[config.mk]
export PLATFORM = sky130hd
export DESIGN_NAME = tga_rle_image_decoder
export DESIGN_NICKNAME = d
export VERILOG_FILES = /design/src/design/trid_pkg.sv /design/src/design/trid_core.sv /design/src/design/trid_result_queue.sv /design/src/design/tga_rle_image_decoder.sv
export SDC_FILE = /design/constraint.sdc
export NUM_CORES = 2
export LEC_CHECK = 0
export BUFFER_PORTS_ARGS = -buffer_cell sky130_fd_sc_hd__buf_2
export CORE_MARGIN = 2
export CORE_UTILIZATION = 35
export DETAILED_ROUTE_END_ITERATION = 8
export PLACE_DENSITY = 0.62
export SYNTH_ARGS = -nofsm -noshare
export SYNTH_HDL_FRONTEND = slang
export SYNTH_SLANG_ARGS = --single-unit
[constraint.sdc]
create_clock -name clock -period 7.5 [get_ports clock]
set_input_delay 1.125 -clock clock [delete_from_list [all_inputs] [get_ports clock]]
set_output_delay 1.125 -clock clock [all_outputs]
set_load 0.02 [all_outputs]
[src/design/trid_pkg.sv]
// ----------------------------------------------------------------------------
// trid_pkg
// Types and constants shared by the TGA run-length image decoder modules.
// ----------------------------------------------------------------------------
`default_nettype none

package trid_pkg;

   // Result kinds, carried on the result channel's tuser.
   typedef enum logic [1:0] {
      KIND_HEADER = 2'd0,
      KIND_RUN    = 2'd1,
      KIND_ERROR  = 2'd2
   } kind_type;

   // Error codes of an error result.
   typedef enum logic [1:0] {
      ERR_BAD_TYPE  = 2'd0,
      ERR_ZERO_DIM  = 2'd1,
      ERR_BAD_DEPTH = 2'd2,
      ERR_TRUNCATED = 2'd3
   } err_type;

   // Decoder phase, one-hot.
   typedef enum logic [2:0] {
      PHASE_HEADER = 3'b001,
      PHASE_PIXELS = 3'b010,
      PHASE_IDLE   = 3'b100
   } phase_type;

   // Header byte positions.
   localparam logic [4:0] HDR_TYPE_IDX      = 5'd2;
   localparam logic [4:0] HDR_WIDTH_LO_IDX  = 5'd12;
   localparam logic [4:0] HDR_WIDTH_HI_IDX  = 5'd13;
   localparam logic [4:0] HDR_HEIGHT_LO_IDX = 5'd14;
   localparam logic [4:0] HDR_HEIGHT_HI_IDX = 5'd15;
   localparam logic [4:0] HDR_DEPTH_IDX     = 5'd16;
   localparam logic [4:0] HDR_LAST_IDX      = 5'd17;

   // Accepted header values.
   localparam logic [7:0] TYPE_RAW   = 8'd2;
   localparam logic [7:0] TYPE_RLE   = 8'd10;
   localparam logic [7:0] DEPTH_RGB  = 8'd24;
   localparam logic [7:0] DEPTH_RGBA = 8'd32;

   // One result item.
   typedef struct packed {
      kind_type    kind;
      logic [15:0] image_width;
      logic [15:0] image_height;
      logic        has_alpha;
      logic        upside_down;
      logic [7:0]  red;
      logic [7:0]  green;
      logic [7:0]  blue;
      logic [7:0]  alpha;
      logic [7:0]  repeat_count;
      logic        image_done;
      err_type     error_code;
   } result_type;

   // Results produced by one accepted byte, in delivery order.
   typedef struct packed {
      logic [1:0] count;
      result_type first;
      result_type second;
   } step_type;

endpackage

`default_nettype wire

[src/design/trid_core.sv]
// ----------------------------------------------------------------------------
// trid_core
// Decoder state and the combinational update for one file byte.
// ----------------------------------------------------------------------------
`default_nettype none

module trid_core
   import trid_pkg::*;
(
   input  wire logic       clock,
   input  wire logic       reset,
   input  wire logic       step,
   input  wire logic [7:0] data_byte,
   input  wire logic       end_of_file,
   output step_type        results
);

   phase_type   phase_ff,         phase_in;
   logic [4:0]  header_index_ff,  header_index_in;
   logic        is_rle_ff,        is_rle_in;
   logic        wide_pixels_ff,   wide_pixels_in;
   logic [15:0] width_ff,         width_in;
   logic [15:0] height_ff,        height_in;
   logic [31:0] pixels_left_ff,   pixels_left_in;
   logic [7:0]  packet_left_ff,   packet_left_in;
   logic        packet_is_run_ff, packet_is_run_in;
   logic [1:0]  byte_in_pixel_ff, byte_in_pixel_in;
   logic [23:0] pixel_bytes_ff,   pixel_bytes_in;

   logic        prim_valid;
   result_type  prim;
   result_type  trunc;
   logic [1:0]  last_byte;
   logic [7:0]  run_count;
   logic [7:0]  clip_count;
   logic [7:0]  hdr_type;
   logic [7:0]  hdr_depth;

   always_comb begin
      phase_in         = phase_ff;
      header_index_in  = header_index_ff;
      is_rle_in        = is_rle_ff;
      wide_pixels_in   = wide_pixels_ff;
      width_in         = width_ff;
      height_in        = height_ff;
      pixels_left_in   = pixels_left_ff;
      packet_left_in   = packet_left_ff;
      packet_is_run_in = packet_is_run_ff;
      byte_in_pixel_in = byte_in_pixel_ff;
      pixel_bytes_in   = pixel_bytes_ff;

      prim_valid = 1'b0;
      prim       = '0;
      trunc      = '0;
      trunc.kind       = KIND_ERROR;
      trunc.error_code = ERR_TRUNCATED;

      last_byte  = wide_pixels_ff ? 2'd3 : 2'd2;
      run_count  = 8'd1;
      clip_count = 8'd1;
      hdr_type   = pixel_bytes_ff[7:0];
      hdr_depth  = pixel_bytes_ff[15:8];

      unique case (phase_ff)
         PHASE_HEADER: begin
            unique case (header_index_ff)
               HDR_TYPE_IDX:      pixel_bytes_in[7:0] = data_byte;
               HDR_WIDTH_LO_IDX:  width_in[7:0]       = data_byte;
               HDR_WIDTH_HI_IDX:  width_in[15:8]      = data_byte;
               HDR_HEIGHT_LO_IDX: height_in[7:0]      = data_byte;
               HDR_HEIGHT_HI_IDX: height_in[15:8]     = data_byte;
               HDR_DEPTH_IDX: begin
                  // Width and height are complete here, so the pixel total
                  // is formed one byte ahead of the header checks.
                  pixel_bytes_in[15:8] = data_byte;
                  pixels_left_in       = {16'd0, width_ff} * {16'd0, height_ff};
               end
               default: ;
            endcase

            if (header_index_ff != HDR_LAST_IDX) begin
               header_index_in = header_index_ff + 5'd1;
            end else begin
               phase_in   = PHASE_IDLE;
               prim_valid = 1'b1;
               prim.kind  = KIND_ERROR;
               if (hdr_type != TYPE_RAW && hdr_type != TYPE_RLE) begin
                  prim.error_code = ERR_BAD_TYPE;
               end else if (width_ff == 16'd0 || height_ff == 16'd0) begin
                  prim.error_code = ERR_ZERO_DIM;
               end else if (hdr_depth != DEPTH_RGB && hdr_depth != DEPTH_RGBA) begin
                  prim.error_code = ERR_BAD_DEPTH;
               end else begin
                  is_rle_in         = (hdr_type == TYPE_RLE);
                  wide_pixels_in    = (hdr_depth == DEPTH_RGBA);
                  packet_left_in    = 8'd0;
                  packet_is_run_in  = 1'b0;
                  byte_in_pixel_in  = 2'd0;
                  pixel_bytes_in    = 24'd0;
                  phase_in          = PHASE_PIXELS;
                  prim.kind         = KIND_HEADER;
                  prim.error_code   = ERR_BAD_TYPE;
                  prim.image_width  = width_ff;
                  prim.image_height = height_ff;
                  prim.has_alpha    = (hdr_depth == DEPTH_RGBA);
                  prim.upside_down  = ~data_byte[5];
               end
            end
         end

         PHASE_PIXELS: begin
            if (is_rle_ff && packet_left_ff == 8'd0) begin
               // Packet header: top bit selects a run, low seven give length - 1.
               packet_is_run_in = data_byte[7];
               packet_left_in   = {1'b0, data_byte[6:0]} + 8'd1;
            end else if (byte_in_pixel_ff < last_byte) begin
               pixel_bytes_in   = pixel_bytes_ff
                                | (24'(data_byte) << {byte_in_pixel_ff, 3'b000});
               byte_in_pixel_in = byte_in_pixel_ff + 2'd1;
            end else begin
               if (is_rle_ff && packet_is_run_ff) begin
                  run_count      = packet_left_ff;
                  packet_left_in = 8'd0;
               end else begin
                  run_count = 8'd1;
                  if (is_rle_ff) begin
                     packet_left_in = packet_left_ff - 8'd1;
                  end
               end
               if (pixels_left_ff < 32'(run_count)) begin
                  clip_count = pixels_left_ff[7:0];
               end else begin
                  clip_count = run_count;
               end
               pixels_left_in = pixels_left_ff - 32'(clip_count);

               prim_valid        = 1'b1;
               prim.kind         = KIND_RUN;
               prim.error_code   = ERR_BAD_TYPE;
               prim.blue         = pixel_bytes_ff[7:0];
               prim.green        = pixel_bytes_ff[15:8];
               prim.red          = wide_pixels_ff ? pixel_bytes_ff[23:16] : data_byte;
               prim.alpha        = wide_pixels_ff ? data_byte : 8'd0;
               prim.repeat_count = clip_count;
               prim.image_done   = (pixels_left_in == 32'd0);
               if (pixels_left_in == 32'd0) begin
                  phase_in = PHASE_IDLE;
               end
               byte_in_pixel_in = 2'd0;
               pixel_bytes_in   = 24'd0;
            end
         end

         PHASE_IDLE: ;

         default: ;
      endcase

      results = '0;
      if (prim_valid) begin
         results.first = prim;
         results.count = 2'd1;
      end

      if (end_of_file) begin
         // A file that ends before its image is complete reports truncation
         // after anything the same byte produced.
         if (phase_in != PHASE_IDLE) begin
            if (prim_valid) begin
               results.second = trunc;
               results.count  = 2'd2;
            end else begin
               results.first = trunc;
               results.count = 2'd1;
            end
         end
         phase_in         = PHASE_HEADER;
         header_index_in  = 5'd0;
         is_rle_in        = 1'b0;
         wide_pixels_in   = 1'b0;
         width_in         = 16'd0;
         height_in        = 16'd0;
         pixels_left_in   = 32'd0;
         packet_left_in   = 8'd0;
         packet_is_run_in = 1'b0;
         byte_in_pixel_in = 2'd0;
         pixel_bytes_in   = 24'd0;
      end

      if (!step) begin
         results.count = 2'd0;
      end
   end

   always_ff @(posedge clock) begin
      if (reset) begin
         phase_ff         <= PHASE_HEADER;
         header_index_ff  <= 5'd0;
         is_rle_ff        <= 1'b0;
         wide_pixels_ff   <= 1'b0;
         width_ff         <= 16'd0;
         height_ff        <= 16'd0;
         pixels_left_ff   <= 32'd0;
         packet_left_ff   <= 8'd0;
         packet_is_run_ff <= 1'b0;
         byte_in_pixel_ff <= 2'd0;
         pixel_bytes_ff   <= 24'd0;
      end else if (step) begin
         phase_ff         <= phase_in;
         header_index_ff  <= header_index_in;
         is_rle_ff        <= is_rle_in;
         wide_pixels_ff   <= wide_pixels_in;
         width_ff         <= width_in;
         height_ff        <= height_in;
         pixels_left_ff   <= pixels_left_in;
         packet_left_ff   <= packet_left_in;
         packet_is_run_ff <= packet_is_run_in;
         byte_in_pixel_ff <= byte_in_pixel_in;
         pixel_bytes_ff   <= pixel_bytes_in;
      end
   end

   // The header position never runs past the descriptor byte.
   a_header_index_bounded: assert property (@(posedge clock) disable iff (reset)
      header_index_ff <= HDR_LAST_IDX)
      else $error("header position past the last header byte");

   // While pixels are expected, some pixels must still be missing.
   a_pixels_pending: assert property (@(posedge clock) disable iff (reset)
      phase_ff == PHASE_PIXELS |-> pixels_left_ff != 32'd0)
      else $error("pixel phase with no pixels left");

   // A three-byte pixel never collects a fourth byte.
   a_pixel_byte_bounded: assert property (@(posedge clock) disable iff (reset)
      !wide_pixels_ff |-> byte_in_pixel_ff != 2'd3)
      else $error("pixel byte count too high for 24-bit pixels");

endmodule

`default_nettype wire

[src/design/trid_result_queue.sv]
// ----------------------------------------------------------------------------
// trid_result_queue
// Small result queue: takes up to two results per cycle, delivers one while out_ready is high.
// ----------------------------------------------------------------------------
`default_nettype none

module trid_result_queue
   import trid_pkg::*;
#(
   parameter int DEPTH = 4
) (
   input  wire logic clock,
   input  wire logic reset,
   input  step_type  push,
   output logic      has_room,
   output logic      out_valid,
   input  wire logic out_ready,
   output result_type out_item
);

   localparam int PTR_W = (DEPTH > 1) ? $clog2(DEPTH) : 1;
   localparam int CNT_W = $clog2(DEPTH + 1);

   result_type       mem_ff [DEPTH];
   logic [PTR_W-1:0] wr_ptr_ff, wr_ptr_in;
   logic [PTR_W-1:0] rd_ptr_ff, rd_ptr_in;
   logic [CNT_W-1:0] count_ff,  count_in;
   logic [PTR_W-1:0] wr_ptr_next;
   logic             pop;

   function automatic logic [PTR_W-1:0] ptr_inc(input logic [PTR_W-1:0] ptr);
      logic [PTR_W-1:0] nxt;
      if (ptr == PTR_W'(DEPTH - 1)) begin
         nxt = '0;
      end else begin
         nxt = ptr + PTR_W'(1);
      end
      return nxt;
   endfunction

   assign out_valid   = (count_ff != '0);
   assign out_item    = mem_ff[rd_ptr_ff];
   assign pop         = out_valid && out_ready;
   // Room for the largest burst one byte can cause.
   assign has_room    = (count_ff <= CNT_W'(DEPTH - 2));
   assign wr_ptr_next = ptr_inc(wr_ptr_ff);

   always_comb begin
      wr_ptr_in = wr_ptr_ff;
      if (push.count == 2'd1) begin
         wr_ptr_in = wr_ptr_next;
      end else if (push.count == 2'd2) begin
         wr_ptr_in = ptr_inc(wr_ptr_next);
      end
      rd_ptr_in = pop ? ptr_inc(rd_ptr_ff) : rd_ptr_ff;
      count_in  = count_ff + CNT_W'(push.count) - CNT_W'(pop);
   end

   always_ff @(posedge clock) begin
      if (reset) begin
         wr_ptr_ff <= '0;
         rd_ptr_ff <= '0;
         count_ff  <= '0;
      end else begin
         wr_ptr_ff <= wr_ptr_in;
         rd_ptr_ff <= rd_ptr_in;
         count_ff  <= count_in;
      end
   end

   always_ff @(posedge clock) begin
      if (push.count != 2'd0) begin
         mem_ff[wr_ptr_ff] <= push.first;
      end
      if (push.count == 2'd2) begin
         mem_ff[wr_ptr_next] <= push.second;
      end
   end

   a_count_bounded: assert property (@(posedge clock) disable iff (reset)
      count_ff <= CNT_W'(DEPTH))
      else $error("result queue fill above its depth");

   a_pair_fits: assert property (@(posedge clock) disable iff (reset)
      push.count == 2'd2 |-> count_ff <= CNT_W'(DEPTH - 2))
      else $error("result pair pushed without room for both");

   a_pop_drains: assert property (@(posedge clock) disable iff (reset)
      (pop && push.count == 2'd0) |=> count_ff == $past(count_ff) - CNT_W'(1))
      else $error("result queue fill did not drop after a delivery");

endmodule

`default_nettype wire

[src/design/tga_rle_image_decoder.sv]
// ----------------------------------------------------------------------------
// tga_rle_image_decoder
// Output: each result is registered in the result queue (one register stage)
// and offered on rsp_tvalid behind any results already queued.
// Throughput: one byte per cycle while the queue has room for two results.
// A byte that yields two results (a header or a run that leaves pixels missing,
// on the file's last byte) is absorbed by the queue when the output keeps up.
// Reset: synchronous and active high; the decoder returns to the header
// phase and the result queue empties. No clearing pass is needed.
// ----------------------------------------------------------------------------
`default_nettype none

// The decoder reads a truecolor TGA file one byte per item. The 18-byte
// header is checked for a raw or run-length image type, a 24- or 32-bit
// depth and nonzero dimensions. Pixels follow directly after the header and
// are delivered as RGB(A) runs with a repeat count that is clipped so the
// total never passes width times height. An end of file that arrives before
// the image is complete, with no error reported, adds a truncation error
// after any other result of that byte. Bytes after a completed image or an
// error are ignored until the end of the file.
//
// All decoding for a byte is done by combinational logic from the decoder
// state into the result queue. The input is ready whenever the
// queue has room for two results, so with a default depth of four and an
// output side that takes one result per cycle, the block keeps pace with a
// byte per cycle. RESULT_DEPTH must be at least 3 for that rate.
module tga_rle_image_decoder
   import trid_pkg::*;
#(
   parameter int RESULT_DEPTH = 4
) (
   input  wire logic        clock,
   input  wire logic        reset,

   input  wire logic        req_tvalid,
   output logic             req_tready,
   input  wire logic [7:0]  req_tdata,   // [7:0] data_byte
   input  wire logic        req_tlast,   // end_of_file

   output logic             rsp_tvalid,
   input  wire logic        rsp_tready,
   // [15:0] image_width, [31:16] image_height, [32] has_alpha,
   // [33] upside_down, [41:34] red, [49:42] green, [57:50] blue,
   // [65:58] alpha, [73:66] repeat_count, [75:74] error_code, [79:76] zero
   output logic [79:0]      rsp_tdata,
   output logic [1:0]       rsp_tuser,   // [1:0] kind
   output logic             rsp_tlast    // image_done
);

   logic       accept;
   logic       queue_room;
   step_type   step_results;
   result_type head;

   // A byte is taken only when the queue can hold everything it may cause.
   assign req_tready = queue_room;
   assign accept     = req_tvalid && req_tready;

   trid_core u_core (
      .clock       (clock),
      .reset       (reset),
      .step        (accept),
      .data_byte   (req_tdata),
      .end_of_file (req_tlast),
      .results     (step_results)
   );

   trid_result_queue #(
      .DEPTH (RESULT_DEPTH)
   ) u_queue (
      .clock     (clock),
      .reset     (reset),
      .push      (step_results),
      .has_room  (queue_room),
      .out_valid (rsp_tvalid),
      .out_ready (rsp_tready),
      .out_item  (head)
   );

   assign rsp_tdata = {4'd0,
                       head.error_code,
                       head.repeat_count,
                       head.alpha,
                       head.blue,
                       head.green,
                       head.red,
                       head.upside_down,
                       head.has_alpha,
                       head.image_height,
                       head.image_width};
   assign rsp_tuser = head.kind;
   assign rsp_tlast = head.image_done;

endmodule

`default_nettype wire
Word-level counts from Yosys, hierarchy flattened
Memories as Yosys holds them, arrays and structs flattened. A register that Yosys moved wholly into a read port is not among the register bits.
Cells that the tools add are included.
- bits in registers: 116
- bits in latches: 0
- memory bits (writable): 316
- memory bits (read-only): 0
- bits of input ports: 13
- output and inout port bits: 85
- memories kept: 1
- add/sub/neg operators: 10
- multiply operators: 1
- divide/modulo/power cells: 0
- order comparisons: 3
- eq/ne operators: 35
- shifts and indexed selects: 1
- mux-type cells: 121
- bitwise logic cells: 2
- reductions and logical operators: 32
- memories (name ; depth ; width ; read ports ; clocked after memory_dff ; wr ports ; line ; RTL):
    u_queue.mem_ff ; 4 ; 79 ; 1 ; 1 ; 2 ; trid_result_queue.sv:24 ; result_type mem_ff [DEPTH];
- operators by type and width (cell ; count):
    $mux W160 ; 2
    $mux W8 ; 25
    $mux W24 ; 7
    $mux W79 ; 2
    $mux W36 ; 4
    $mux W32 ; 4
    $mux W43 ; 2
    $mux W80 ; 1
    $mux W16 ; 4
    $pmux W32 S2 ; 1
    $pmux W24 S2 ; 1
    $mux W2 ; 21
    $mux W41 ; 1
    $mux W34 ; 1
    $logic_not A16 Y1 ; 2
    $logic_not A32 Y1 ; 1
    $lt A32 B8 Y1 ; 1
    $mul A16 B16 Y32 ; 1
    $sub A32 B8 Y32 ; 1
    $mux W1 ; 27
    $mux W3 ; 8
    $ne A3 B3 Y1 const B ; 8
    $or A24 B24 Y24 ; 1
    $shl A8 B5 Y24 ; 1
    other kinds (42) ; 78

Longest topological paths before layout
- depth in word-level cells: 23
- depth in mapped cells: 37
- gate-level depth less buffers: 32

Hierarchy
Synthesis repeated with hierarchy kept, for this count alone.
- cell total of the unflattened synthesis: 2874
- area, all modules: 31946.9 um^2
- modules (own cells, without submodules) (module ; times used ; cells an instance ; area an instance (um^2) ; sequential area each (um^2)):
    trid_core ; 1 ; 2039 ; 16211.8 ; 2182.1
    trid_result_queue ; 1 ; 829 ; 15695.1 ; 9669.3
    tga_rle_image_decoder ; 1 ; 6 ; 40.0 ; 0.0

Worst setup path before layout
No wires, ideal clock.
- path kind: reg-to-reg
- start point: register u_core.pixels_left_ff[14]
- end point: memory u_queue.mem_ff[0][0] in the netlist's numbering, enable pin
- arrival time: 6.531 ns
- required time: 7.235 ns
- path slack: 0.704 ns
- cell stages (with the launch flop): 29
- clock period less this slack: 6.796 ns
- cell sequence: dfxtp_1 > buf_2 > or4_1 > or4_4 > nor3_1 > nand3_1 > o21ba_1 > buf_4 > mux2_2 > ha_1 > a21oi_1 > o21ai_1 > nor4_1 > xnor2_1 > nor4b_1 > nand4_1 > nor4b_2 > o21ai_1 > ha_1 > nand2_1 > o21ai_0 > and2_1 > inv_1 > ha_1 > clkbuf_1 > a21oi_1 > clkbuf_1 > clkbuf_1 > inv_1
- RTL lines (item ; line ; RTL):
    start, declared ; trid_core.sv:24 ; logic [31:0] pixels_left_ff, pixels_left_in;
    start signal, assigned ; trid_core.sv:215 ; pixels_left_ff <= pixels_left_in;
    end, declared ; trid_result_queue.sv:24 ;

==> results by stage <==
Power:
- The leakage power total is 12.7 nW.
- The power per cell area is 167 nW/um2.
- The largest vdd supply drop is 0.158 mV.

CTS:
- Clock tree synthesis inserted a total of 44 buffers.
- The clock-pin slew on the worst setup and hold paths is 0.06 ns.
- The tree is rooted in a clkbuf_16.
- The clock tree from TritonCTS is done.
- The count of buffers added by post-CTS timing repair for setup is 0.
- The H-tree was split into 2 levels.
- The buffer levels on the longest clock path is 3.
- The clock latency on the worst-skew pair is 0.58 ns.
- The TritonCTS sink count is 434.

Routing:
- The detailed-route via count is 21400.
- After the first detailed-routing iteration, the DRC count stood at 1586.
- The aggregate routed wire length is 76000 um.
- In the routed layout, each cell is associated on average with a via count of 5.37.
- The final routed wire length divided by cell count is 19.0 um.
- For this run, design rule violations remaining after detail routing come to 0.
- The detail route stage leaves a number of antenna-violating nets equal to 0.
- The number of optimization iterations in the first detailed-route pass is 5.

Placement:
- Prior to clock tree synthesis, the placed netlist has a worst setup slack of -0.0313 ns.
- The routability-driven placement congestion ratio is 0.887.
- The number of buffers inserted by port buffering is 93.
- The number of placed instances, taps included, is 3911.
- The total half-perimeter wirelength after legalization and detailed placement is 54200 um.

Floorplan:
- For this configuration, the core starts out at a cell density of 0.353.
- The die outline area is 80500 um2.
- The core region is 77500 um2.
- 98 I/O pins were placed.
- The die outline height is 284 um.
- The floorplan has 102 rows.
- The die boundary width is 284 um.

Synthesis:
- The Yosys step of the flow raised 0 warnings.
- Counting every instance in the synthesized netlist gives 2886.
- The most area-hungry cell type in the Yosys netlist is dfxtp_1.
- The portion of netlist area occupied by mux cells is 0.0756.
- The sequential share of the synthesized area is 0.322.
- The synthesized netlist occupies a cell area of 27400 um2.
- The number of different library cells used by synthesis comes to 83.
- After synthesis the netlist holds a flip-flop and latch count of 434.
- The parity-gate share of the synthesized area counting xor and xnor cells is 0.0157.
- The main combinational cell family by area after synthesis is adder cells.
- The synthesized-area fraction occupied by ao, oa, aoi and oai cells is 0.167.
- The most used flip-flop cell after synthesis is dfxtp_1.
- Ranked by total cell area, the synthesized netlist is headed by dfxtp_1, fa_1, a22o_1.
- The post-synthesis area per instance is 9.49 um2.
- Of the total synthesized cell area, the portion taken by AND, OR, NAND and NOR gates is 0.143.
- Counting flops with a built-in enable in the synthesized netlist gives 12.
- The share of synthesized area in the top cell type comes to 0.309.
- The adder and majority gate portion of the synthesized area is 0.209.
- Of all flip-flops after synthesis, the portion carrying an async set or reset was 0.

Timing:
- Setup repair after global routing could not meet its margin everywhere.
- The transition time at the pin with the least slew margin is 1.05 ns.
- The clock period could shrink to 7.07 ns.
- Of the available clock period, the critical path in the final layout requires 0.942.
- The timing-limited maximum frequency is 142 MHz.
- Across the routed clock network, the largest skew measured is 0.0208 ns.
- Once routing completed, OpenROAD measured the worst setup slack at 0.433 ns.
- The hold violation count in the final report is 0.
- In this run the tightest slew margin relative to its limit is 0.302.
- Setup violations remaining at the end of the flow were counted as 0.
- The final number of max-transition violations is 0.

Outcome:
- The run finished with clean final reports.

Worst hold path:
- Counting instances, the worst hold path has a depth of 2.
- The classification of the worst-slack hold path is reg -> reg.

Setup path:
- The critical path startpoint category is a flip-flop.
- The data required time at the worst endpoint is 8.01 ns.
- STA classifies the critical path endpoint as a flip-flop.
- Counting cells, the worst reg-to-reg path comes to 27.
- The worst-path maximum fanout is 33.
- The class of the most critical setup path is reg -> reg.
- STA puts the critical path data arrival time at 7.58 ns.

Global routing:
- The number of global-route vias before repair was 21100.
- Across every metal layer, demand over resource in global routing totals 0.185.
- The initial antenna violation count is 0.
- Entering global routing, the biggest net connects 61 pins.
- Summed over all layers, the global routing overflow is 0.
- The global-route wire length before repair is 121000 um.

Final layout:
- The layout overhead on the synthesized area is 12.2%.
- In the final layout, flip-flops and latches occupy 8820 um2.
- The final non-filler cell total is 3992.
- In the final layout, the share of cells above drive strength 1 is 0.129.
- After filler insertion, the fill cell instance count of the layout stands at 7614.
- The area of the multi-input gates is 16800 um2.
- The net count of the finished layout is 3270.
- The number of inserted diodes is 0.

Flow run:
- Across the run, the number of max-cap violations was 0.
==> layout make-up <==
cell class              count  share of cell area
clock inverters            20             0.00676
inverters                 276              0.0337
multi-input cells        1972               0.547
repair buffers            189              0.0430
well taps                1040              0.0424
clock buffers              61              0.0402
flip-flops and latches    434               0.287
==> report_power, final <==
| part | internal (W) | total, W | switching (W) |
|---|---|---|---|
| combinational | 0.000192 | 0.000521 | 0.000329 |
| sequential | 0.00234 | 0.00239 | 0.0000516 |
| clock | 0.00127 | 0.00223 | 0.000966 |
==> metal layers <==
metal	global-route usage	vias to the layer above	routed length (um)
li1	-	10000	-
met1	0.253	10800	34100
met4	0.0478	0	1780
met3	0.0194	109	3480
met5	0	-	0
met2	0.313	551	36600
==> metrics by stage <==
step | TNS (ns) | hold WS, ns | power [W] | instance area [um2] | utilization
floorplan | 0 | 0.418 | 0.00279 | 27400 | -
global placement | 0 | 0.427 | 0.00296 | 29300 | 0.378
detailed placement | -0.649 | 0.434 | 0.00296 | 29300 | 0.378
CTS | 0 | 0.443 | 0.00518 | 30700 | 0.396
global route | -0.145 | 0.451 | 0.00532 | 30700 | 0.397
finish | 0 | 0.441 | 0.00514 | 30700 | 0.397
==> final timing paths <==
kind | startpoint | to | slack, ns
worst max-delay path | u_core.pixels_left_ff[13] | u_queue.mem_ff[1][43] | 0.43
worst min-delay path | u_queue.mem_ff[3][77] | u_queue.mem_ff[3][77] | 0.44
worst max register to register | u_core.pixels_left_ff[13] | u_queue.mem_ff[1][43] | 0.43
worst min register to register | u_queue.mem_ff[3][77] | u_queue.mem_ff[3][77] | 0.44
==> synthesized netlist by cell type (all sizes together) (17+ instances only) <==
cell type  number
dfxtp         422
nand2         369
inv           276
a22o          224
fa            196
clkbuf        173
nor2          163
ha            144
o21ai         137
and2          103
a21oi         100
mux4           79
a22oi          54
nor3           41
buf            34
nand3          29
xnor2          28
xor2           21
mux2i          20
nor4           18
a21o           17
==> flip-flops by register name, indices dropped and copies added, names as in the netlist, 5 cells and up, named ones only <==
signal,count
u_core.height_ff,16
u_core.width_ff,16
u_core.header_index_ff,5
u_core.packet_left_ff,8
u_core.pixels_left_ff,32
u_core.pixel_bytes_ff,24
u_queue.mem_ff,316
==> worst max-delay path: stages (launching register included) <==
cell	delay (ns)
dfxtp_1	0.37
or4_1	0.65
or4_4	0.49
nor3_1	0.24
nand3_1	0.10
o21ba_2	0.39
mux2_2	0.42
ha_1	0.37
a21oi_1	0.27
a21oi_2	0.11
nor4_2	0.30
xnor2_1	0.22
nor4b_1	0.27
nand4_1	0.18
nor4b_4	0.40
o21ai_1	0.11
ha_1	0.28
nand2_1	0.05
o21ai_0	0.10
and2_1	0.16
inv_1	0.06
ha_1	0.24
nor2b_1	0.28
and2_1	0.31
and2_1	0.21
buf_12	0.22
inv_1	0.07
o21ai_1	0.11
==> placed cells by master (no fill, tap or decap), types with 79 or more instances in the layout <==
cell type and n:
dfxtp_1 420, nand2_1 368, inv_1 276, a22o_1 224
fa_1 196, nor2_1 163, ha_1 144, and2_1 101
a21oi_1 95, buf_2 92, buf_4 85, o21ai_0 82
mux4_2 79
==> cell families (layout without fill, tap and decap cells) <==
family | count (synthesis) | count (layout)
xor gates and xnor gates | 49 | 49
AOI/OAI and AO/OA | 645 | 645
DFF | 434 | 434
buffers and inverters | 483 | 546
adders and majority gates | 340 | 340
other | 1 | 4
muxes | 107 | 107
and+or+nand+nor | 827 | 827
==> what timing repair did <==
action | 4_1_cts | 5_1_grt
setup endpoints to repair | 33 | 314
hold endpoints to repair | 0 | 0
resized for setup | 1 | 7
hold buffers | 0 | 0
(Power assumes the default switching activity.)
